===== config.mk =====
export PLATFORM = sky130hd
export DESIGN_NAME = dfr_front
export DESIGN_NICKNAME = d
export VERILOG_FILES = /design/src/hdl/dfr_pkg.sv /design/src/hdl/dfr_front.sv
export SDC_FILE = /design/constraint.sdc
export NUM_CORES = 1
export LEC_CHECK = 0
export BUFFER_PORTS_ARGS = -buffer_cell sky130_fd_sc_hd__buf_2
export CAP_MARGIN = 30
export CORE_UTILIZATION = 50
export CTS_BUF_LIST = sky130_fd_sc_hd__clkbuf_16
export DETAILED_ROUTE_END_ITERATION = 7
export PLACE_DENSITY = 0.88
export SKIP_CTS_REPAIR_TIMING = 1
export SLEW_MARGIN = 30
export SYNTH_ARGS = -nofsm -noshare
export SYNTH_HDL_FRONTEND = slang
export SYNTH_SLANG_ARGS = --single-unit

===== constraint.sdc =====
create_clock -name aclk -period 11.1 [get_ports aclk]
set_input_delay 1.11 -clock aclk [delete_from_list [all_inputs] [get_ports aclk]]
set_output_delay 1.11 -clock aclk [all_outputs]
set_load 0.03 [all_outputs]

===== src/hdl/dfr_pkg.sv =====
`timescale 1ns / 1ps
// ----------------------------------------------------------------------------
// dfr_pkg: shared types, constants and font for the digit framebuffer renderer
// Holds the operation codes, the queue entry layout and the 5x7 digit font.
// ----------------------------------------------------------------------------
package dfr_pkg;

    localparam int DEF_WIDTH  = 128;
    localparam int DEF_HEIGHT = 64;

    typedef enum logic [1:0] {
        OP_CLEAR = 2'd0,
        OP_PIXEL = 2'd1,
        OP_DRAW  = 2'd2,
        OP_READ  = 2'd3
    } op_t;

    // one classified command handed from front to back
    typedef struct packed {
        op_t          op;
        logic [8:0]   px;
        logic [8:0]   py;
        logic         on;
        logic [31:0]  value;
        logic [3:0]   scale;
        logic [9:0]   index;
    } cmd_t;

    // column c (0..4) of digit d (0..9), LSB is top row
    function automatic logic [6:0] font_col(input logic [3:0] d, input logic [2:0] c);
        logic [34:0] g;
        begin
            unique case (d)
                4'd0: g = {7'h3E, 7'h45, 7'h49, 7'h51, 7'h3E};
                4'd1: g = {7'h00, 7'h40, 7'h7F, 7'h42, 7'h00};
                4'd2: g = {7'h46, 7'h49, 7'h51, 7'h61, 7'h42};
                4'd3: g = {7'h31, 7'h4B, 7'h45, 7'h41, 7'h21};
                4'd4: g = {7'h10, 7'h7F, 7'h12, 7'h14, 7'h18};
                4'd5: g = {7'h39, 7'h45, 7'h45, 7'h45, 7'h27};
                4'd6: g = {7'h30, 7'h49, 7'h49, 7'h4A, 7'h3C};
                4'd7: g = {7'h03, 7'h05, 7'h09, 7'h71, 7'h01};
                4'd8: g = {7'h36, 7'h49, 7'h49, 7'h49, 7'h36};
                4'd9: g = {7'h1E, 7'h29, 7'h49, 7'h49, 7'h06};
                default: g = '0;
            endcase
            unique case (c)
                3'd0: font_col = g[6:0];
                3'd1: font_col = g[13:7];
                3'd2: font_col = g[20:14];
                3'd3: font_col = g[27:21];
                3'd4: font_col = g[34:28];
                default: font_col = '0;
            endcase
        end
    endfunction

endpackage


===== src/hdl/dfr_front.sv =====
`timescale 1ns / 1ps
// ----------------------------------------------------------------------------
// dfr_front: command intake
// Unpacks input words into commands and holds them in a two-entry queue.
// ----------------------------------------------------------------------------
module dfr_front import dfr_pkg::*; (
    input  logic        aclk,
    input  logic        aresetn,
    input  logic        s_tvalid,
    output logic        s_tready,
    input  logic [71:0] s_tdata,
    output logic        q_valid,
    input  logic        q_ready,
    output cmd_t        q_cmd
);

    cmd_t       mem_reg [2];
    logic       wr_ptr_reg, wr_ptr_next;
    logic       rd_ptr_reg, rd_ptr_next;
    logic [1:0] cnt_reg, cnt_next;
    cmd_t       in_cmd;
    logic       push, pop;

    always_comb begin
        in_cmd.op    = op_t'(s_tdata[1:0]);
        in_cmd.px    = s_tdata[10:2];
        in_cmd.py    = s_tdata[19:11];
        in_cmd.on    = s_tdata[20];
        in_cmd.value = s_tdata[52:21];
        in_cmd.scale = s_tdata[56:53];
        in_cmd.index = s_tdata[66:57];
    end

    assign s_tready = (cnt_reg != 2'd2);
    assign q_valid  = (cnt_reg != 2'd0);
    assign q_cmd    = mem_reg[rd_ptr_reg];
    assign push     = s_tvalid && s_tready;
    assign pop      = q_valid && q_ready;

    always_comb begin
        wr_ptr_next = push ? ~wr_ptr_reg : wr_ptr_reg;
        rd_ptr_next = pop ? ~rd_ptr_reg : rd_ptr_reg;
        cnt_next    = cnt_reg + {1'b0, push} - {1'b0, pop};
    end

    always_ff @(posedge aclk) begin
        if (push) begin
            mem_reg[wr_ptr_reg] <= in_cmd;
        end
        if (!aresetn) begin
            wr_ptr_reg <= 1'b0;
            rd_ptr_reg <= 1'b0;
            cnt_reg    <= 2'd0;
        end else begin
            wr_ptr_reg <= wr_ptr_next;
            rd_ptr_reg <= rd_ptr_next;
            cnt_reg    <= cnt_next;
        end
    end

    a_no_overflow: assert property (@(posedge aclk) disable iff (!aresetn)
        cnt_reg == 2'd2 |-> !push) else $error("queue overflow");
    a_no_underflow: assert property (@(posedge aclk) disable iff (!aresetn)
        cnt_reg == 2'd0 |-> !pop) else $error("queue underflow");
    a_count: assert property (@(posedge aclk) disable iff (!aresetn)
        push && !pop |=> cnt_reg == $past(cnt_reg) + 2'd1) else $error("count slip");

endmodule


==> results.yml, run 1 <==
clocking:
  clk_pin_slew_ns: 0.06
  cts_root_buffer: "clkbuf_16"
  cts_tree: "built"
  cts_buffer_depth: 2
  numCtsBuffers: 17
  clock_latency_ns: 0.40
  cts.htree.levels: 4
  cts.sinks: 139
finish:
  fin_nets: 464
  stdcell_area_um2: 6670
  fillCellCount: 684
  drive_gt1_frac: 0.602
  finish.utilization: 0.673
  diodes: 0
  syn_to_final_growth_pct: 28.8
  largest_reg_flops: 134
route:
  drc_errors: 0
  wl_um: 8370
  antenna_left: 0
  drt_iter0_markers: 121
  drt_pass1_iterations: 4
  wl_per_cell_um: 15.7
  vias: 2568
  drt-vias-per-instance: 4.83
global_route:
  grt_start_max_net_pins: 68
  grtUsageMet1: 0.178
  antenna_found_initial: 0
  grt_util_met3: 0.0497
  grt.busiest_layer: "met2"
  grt_pass1_vias: 2773
  met2_usage: 0.298
  track_usage: 0.166
  overflow: 0
  grt_pass1_wl_um: 13400
floorplan:
  num_io_pins: 145
  chipWidth_um: 104
  coreArea_um2: 9910
  rows: 36
  initial_utilization: 0.523
  dieArea_um2: 10800
  die_y_um: 104
placed_design:
  io_buffers: 139
  dp_hpwl_um: 5360
  pre_cts_ws_ns: 8.03
  routabilityCongestion: 0.694
  dpl_cell_area_um2: 6040
power_and_ir_drop:
  power.share.switching: 0.296
  p_leak_uw: 0.00257
  powerDensity_nw_per_um2: 259
  vdd_drop_max_mv: 0.167
  power_uw: 1730
  power.clock.fraction: 0.328
  seq_power_share: 0.404
  internal-power_uw: 1210
  comb_power_share: 0.268
  p_sw_uw: 512
synthesis:
  ys_types: 19
  avgSynthCellArea_um2: 22.3
  async_flop_share: 0
  ys_ff_latch: 139
  synth_area_leaders: "edfxtp_1, mux2_4, mux2_2"
  yosysMostFrequentCell: "edfxtp_1"
  syn_inst: 232
  yosysTopAreaCell: "edfxtp_1"
  syn_area_um2: 5180
  synth_nets: 310
  yosys_warnings: 0
  synth_common_cells: "edfxtp_1, mux2_2, mux2_4, dfxtp_1"
  synth_top_area_share: 0.777
  yosysSeqAreaShare: 0.796
  synth-main-ff-cell: "edfxtp_1"
  synth_edf_count: 134
worst_setup_path:
  crit_required_ns: 9.99
  crit_arrival_ns: 1.94
  crit_path_max_fanout: 34
  worstSetupStartpointType: "flop"
  rr_startpoint: "cnt_reg[0]"
  crit_type: "flop to output port"
  end_kind: "output port"
run:
  maxCapViolations: 0
timing:
  worst_pin_slew_ns: 0.915
  fin_crit_sh: 0.275
  worst_slack_ns: 8.05
  fmax_mhz: 328
  setup_viol: 0
  fin_tns_setup_ns: 0
  min_period_ns: 3.05
  final.setup_skew_ns: 0.00525
  slew_violations: 0
  hold_violations: 0
  rsz0062_at_grt: "false"
  slew_headroom: 0.390
hold_path:
  min_from: "rd_ptr_reg"
  hp-class: "flop to flop"
status:
  status: "finished, final reports clean"
[metal layers]
layer	wire (um)	vias to the layer above
met4	103	0
met5	0	-
met2	4530	92
li1	-	1225
met3	472	9
met1	3270	1242
[power by group through the flow]
stage | Clock (uW) | Combinational, uW | Sequential [uW]
4_1_cts | 576 | 462 | 699
3_3_place_gp | 0 | 430 | 722
6_report | 566 | 462 | 697
5_1_grt | 600 | 487 | 705
3_5_place_dp | 0 | 460 | 709
2_1_floorplan | 0 | 363 | 689
[final timing paths]
| kind | endpoint | cells after the start | slack, ns |
|---|---|---|---|
| hold reg to reg | flop | 2 | 0.56 |
| setup / recovery | q_cmd[0] | 3 | 8.05 |
| setup reg to reg | mem_reg[0][22] | 4 | 9.14 |
| hold / removal | flop | 2 | 0.56 |
[kinds of logic (layout without fill, tap and decap cells)]
| logic type | Yosys count | count (layout) | synth area share |
|---|---|---|---|
| AO/OA/AOI/OAI | 1 | 1 | 0.00145 |
| XOR/XNOR | 3 | 3 | 0.00507 |
| flip-flops | 139 | 139 | 0.796 |
| multiplexers | 68 | 68 | 0.169 |
| buffers and inverters | 8 | 175 | 0.0116 |
| adder cells (fa/ha/maj) | 2 | 2 | 0.00483 |
| AND/OR/NAND/NOR | 11 | 11 | 0.0118 |
[final cells by class]
class / count / area, um^2 / share of cell area
Sequential cell: 139 / 4130 / 0.618
Multi-Input combinational cell: 85 / 1010 / 0.151
Timing Repair Buffer: 142 / 758 / 0.114
Clock buffer: 17 / 425 / 0.0637
Clock inverter: 15 / 183 / 0.0274
Tap cell: 133 / 166 / 0.0249
Inverter: 1 / 3.75 / 0.000562
[critical path, cell delays in order, from the launching register on]
cell     delay [ns]
dfxtp_4        0.67
buf_16         0.31
mux2_2         0.37
buf_2          0.18
[through the flow]
stage,cells,hold WS (ns)
2_1_floorplan,232,0.455
3_3_place_gp,498,0.504
3_5_place_dp,499,0.536
4_1_cts,531,0.569
5_1_grt,532,0.576
6_report,532,0.558
[cells in the final DEF, fill, tap and decap left out, types with 4 or more instances in the layout]
cell type,n
buf_2,139
edfxtp_1,134
mux2_2,37
mux2_4,30
clkbuf_16,17
bufinv_16,4
clkinvlp_4,4
dfxtp_1,4
No activity file was read; power rests on OpenSTA's default activity.
==> run 2, diff against run 1 <==
--- a/config.mk
+++ b/config.mk
@@ -7,10 +7,10 @@
 export LEC_CHECK = 0
 export BUFFER_PORTS_ARGS = -buffer_cell sky130_fd_sc_hd__buf_2
 export CAP_MARGIN = 30
-export CORE_UTILIZATION = 50
+export CORE_UTILIZATION = 47
 export CTS_BUF_LIST = sky130_fd_sc_hd__clkbuf_16
 export DETAILED_ROUTE_END_ITERATION = 7
-export PLACE_DENSITY = 0.88
+export PLACE_DENSITY = 0.87
 export SKIP_CTS_REPAIR_TIMING = 1
 export SLEW_MARGIN = 30
 export SYNTH_ARGS = -nofsm -noshare
==> constraint.sdc (replaced) <==
create_clock -name aclk -period 2.5 [get_ports aclk]
set_input_delay 0.25 -clock aclk [delete_from_list [all_inputs] [get_ports aclk]]
set_output_delay 0.25 -clock aclk [all_outputs]
set_load 0.03 [all_outputs]
==> run 2 against run 1 <==
  * Via count is 2.1% higher
  * Worst setup slack worse by 7.6 ns
  * Die area is 6.3% higher
  * Global-route usage is 0.79 points lower
  * Count of clock-buffer cells in the layout stayed put
  * Total power grew to 4.3 times the previous value
  * Utilization is 4.3 points lower
  * Sequential share of layout area is 0.41 points higher
  * Largest power group unchanged
  * First-iteration DRC count is 40% lower
  * Clock power grew to 4.0 times the previous value
  * Final area is 0.66% lower
==> results.yml, run 2 (synthesized netlist as in run 1, its figures left out) <==
status:
  status: "finished, final reports clean"
global_route:
  grt_pass1_wl_um: 13100
  overflow: 0
  grt_start_max_net_pins: 68
  grt_pass1_vias: 2726
  track_usage: 0.158
  antenna_found_initial: 1
finish:
  final_cells: 537
  fin_nets: 466
  final_common_cell: "buf_2"
  layout_common_cells: "buf_2, edfxtp_1, mux2_2"
  largest_reg_flops: 134
  diodes: 0
  multi_input_area_um2: 1010
  drive_gt1_frac: 0.613
  fillCellCount: 780
  syn_to_final_growth_pct: 28.0
  seqCellArea_um2: 4130
timing:
  fmax_mhz: 496
  fin_crit_sh: 0.806
  slew_headroom: 0.634
  final.setup_skew_ns: 0.00395
  min_period_ns: 2.01
  rsz0062_at_grt: "false"
  setup_viol: 0
  slew_violations: 0
  fin_tns_setup_ns: 0
  hold_violations: 0
  worst_pin_slew_ns: 0.549
clocking:
  cts_tree: "built"
  clk_pin_slew_ns: 0.06
  cts_buffer_depth: 2
  cts.htree.levels: 4
  cts_root_buffer: "clkbuf_16"
  cts.sinks: 139
  numCtsBuffers: 17
  clock_latency_ns: 0.40
worst_setup_path:
  crit_required_ns: 2.25
  reg2reg_depth: 8
  crit_type: "flop to output port"
  worstSetupStartpointType: "flop"
  crit_arrival_ns: 1.76
  crit_path_max_fanout: 67
  end_kind: "output port"
power_and_ir_drop:
  vdd_drop_max_mv: 0.707
  powerDensity_nw_per_um2: 1120
  p_leak_uw: 0.00255
route:
  drt_pass1_iterations: 4
  antenna_left: 0
  wl_um: 8500
  drt-vias-per-instance: 4.88
  vias: 2622
  wl_per_cell_um: 15.8
  drc_errors: 0
  drt_iter0_markers: 73
floorplan:
  dieArea_um2: 11400
  coreArea_um2: 10500
  rows: 37
  chipWidth_um: 107
  num_io_pins: 145
  die_y_um: 107
  initial_utilization: 0.493
run:
  maxCapViolations: 0
hold_path:
  hold_depth: 1
  hp-class: "primary input to flop"
placed_design:
  dp.cells: 505
  routabilityCongestion: 0.661
  dp_hpwl_um: 5530
  io_buffers: 139
## run 2: area by class of cell
cell class | count | share of cell area
clock buffer | 17 | 0.0642
multi-input combinational | 85 | 0.152
clock inverter | 15 | 0.0191
timing repair buffer | 144 | 0.116
sequential | 139 | 0.623
tap | 136 | 0.0257
inverter | 1 | 0.000566
## run 2: path summary, 6_finish.rpt
path | startpoint | to | slack [ns]
worst max-delay path | flop | q_cmd[12] | 0.49
worst min-delay path | s_tdata[54] | mem_reg[0][11] | 0.03
worst max register to register | cnt_reg[0] | cnt_reg[1] | 0.72
worst min register to register | wr_ptr_reg | wr_ptr_reg | 0.53
## run 2: critical path: stages, from the launching register on
cell     delay (ns)
dfxtp_4        0.35
buf_12         0.31
mux2_2         0.40
buf_2          0.18
## run 2: stage by stage
step	worst slack (ns)	hold slack (ns)	power, uW	utilization	cell area, um^2
6_report	0.485	0.0317	7410	0.631	6630
5_1_grt	0.455	0.0127	7730	0.631	6630
4_1_cts	0.501	0.0155	7500	0.631	6630
3_5_place_dp	0.801	0.441	5200	0.578	6080
3_3_place_gp	0.866	0.438	5150	0.578	6080
2_1_floorplan	0.207	0.349	4660	-	5190
## run 2: routing by layer
layer	routed length [um]	vias to the layer above	global-route usage	share of wire
li1	-	1233	-	-
met5	11	-	0	0.0013
met1	3240	1272	0.182	0.38
met4	112	2	0.0616	0.013
met3	645	14	0.0693	0.076
met2	4490	101	0.261	0.53
## run 2: where the power goes
part | internal, uW | switching, uW | total, uW
clock network | 1360 | 915 | 2280
registers | 2930 | 85.3 | 3020
logic | 804 | 1310 | 2120
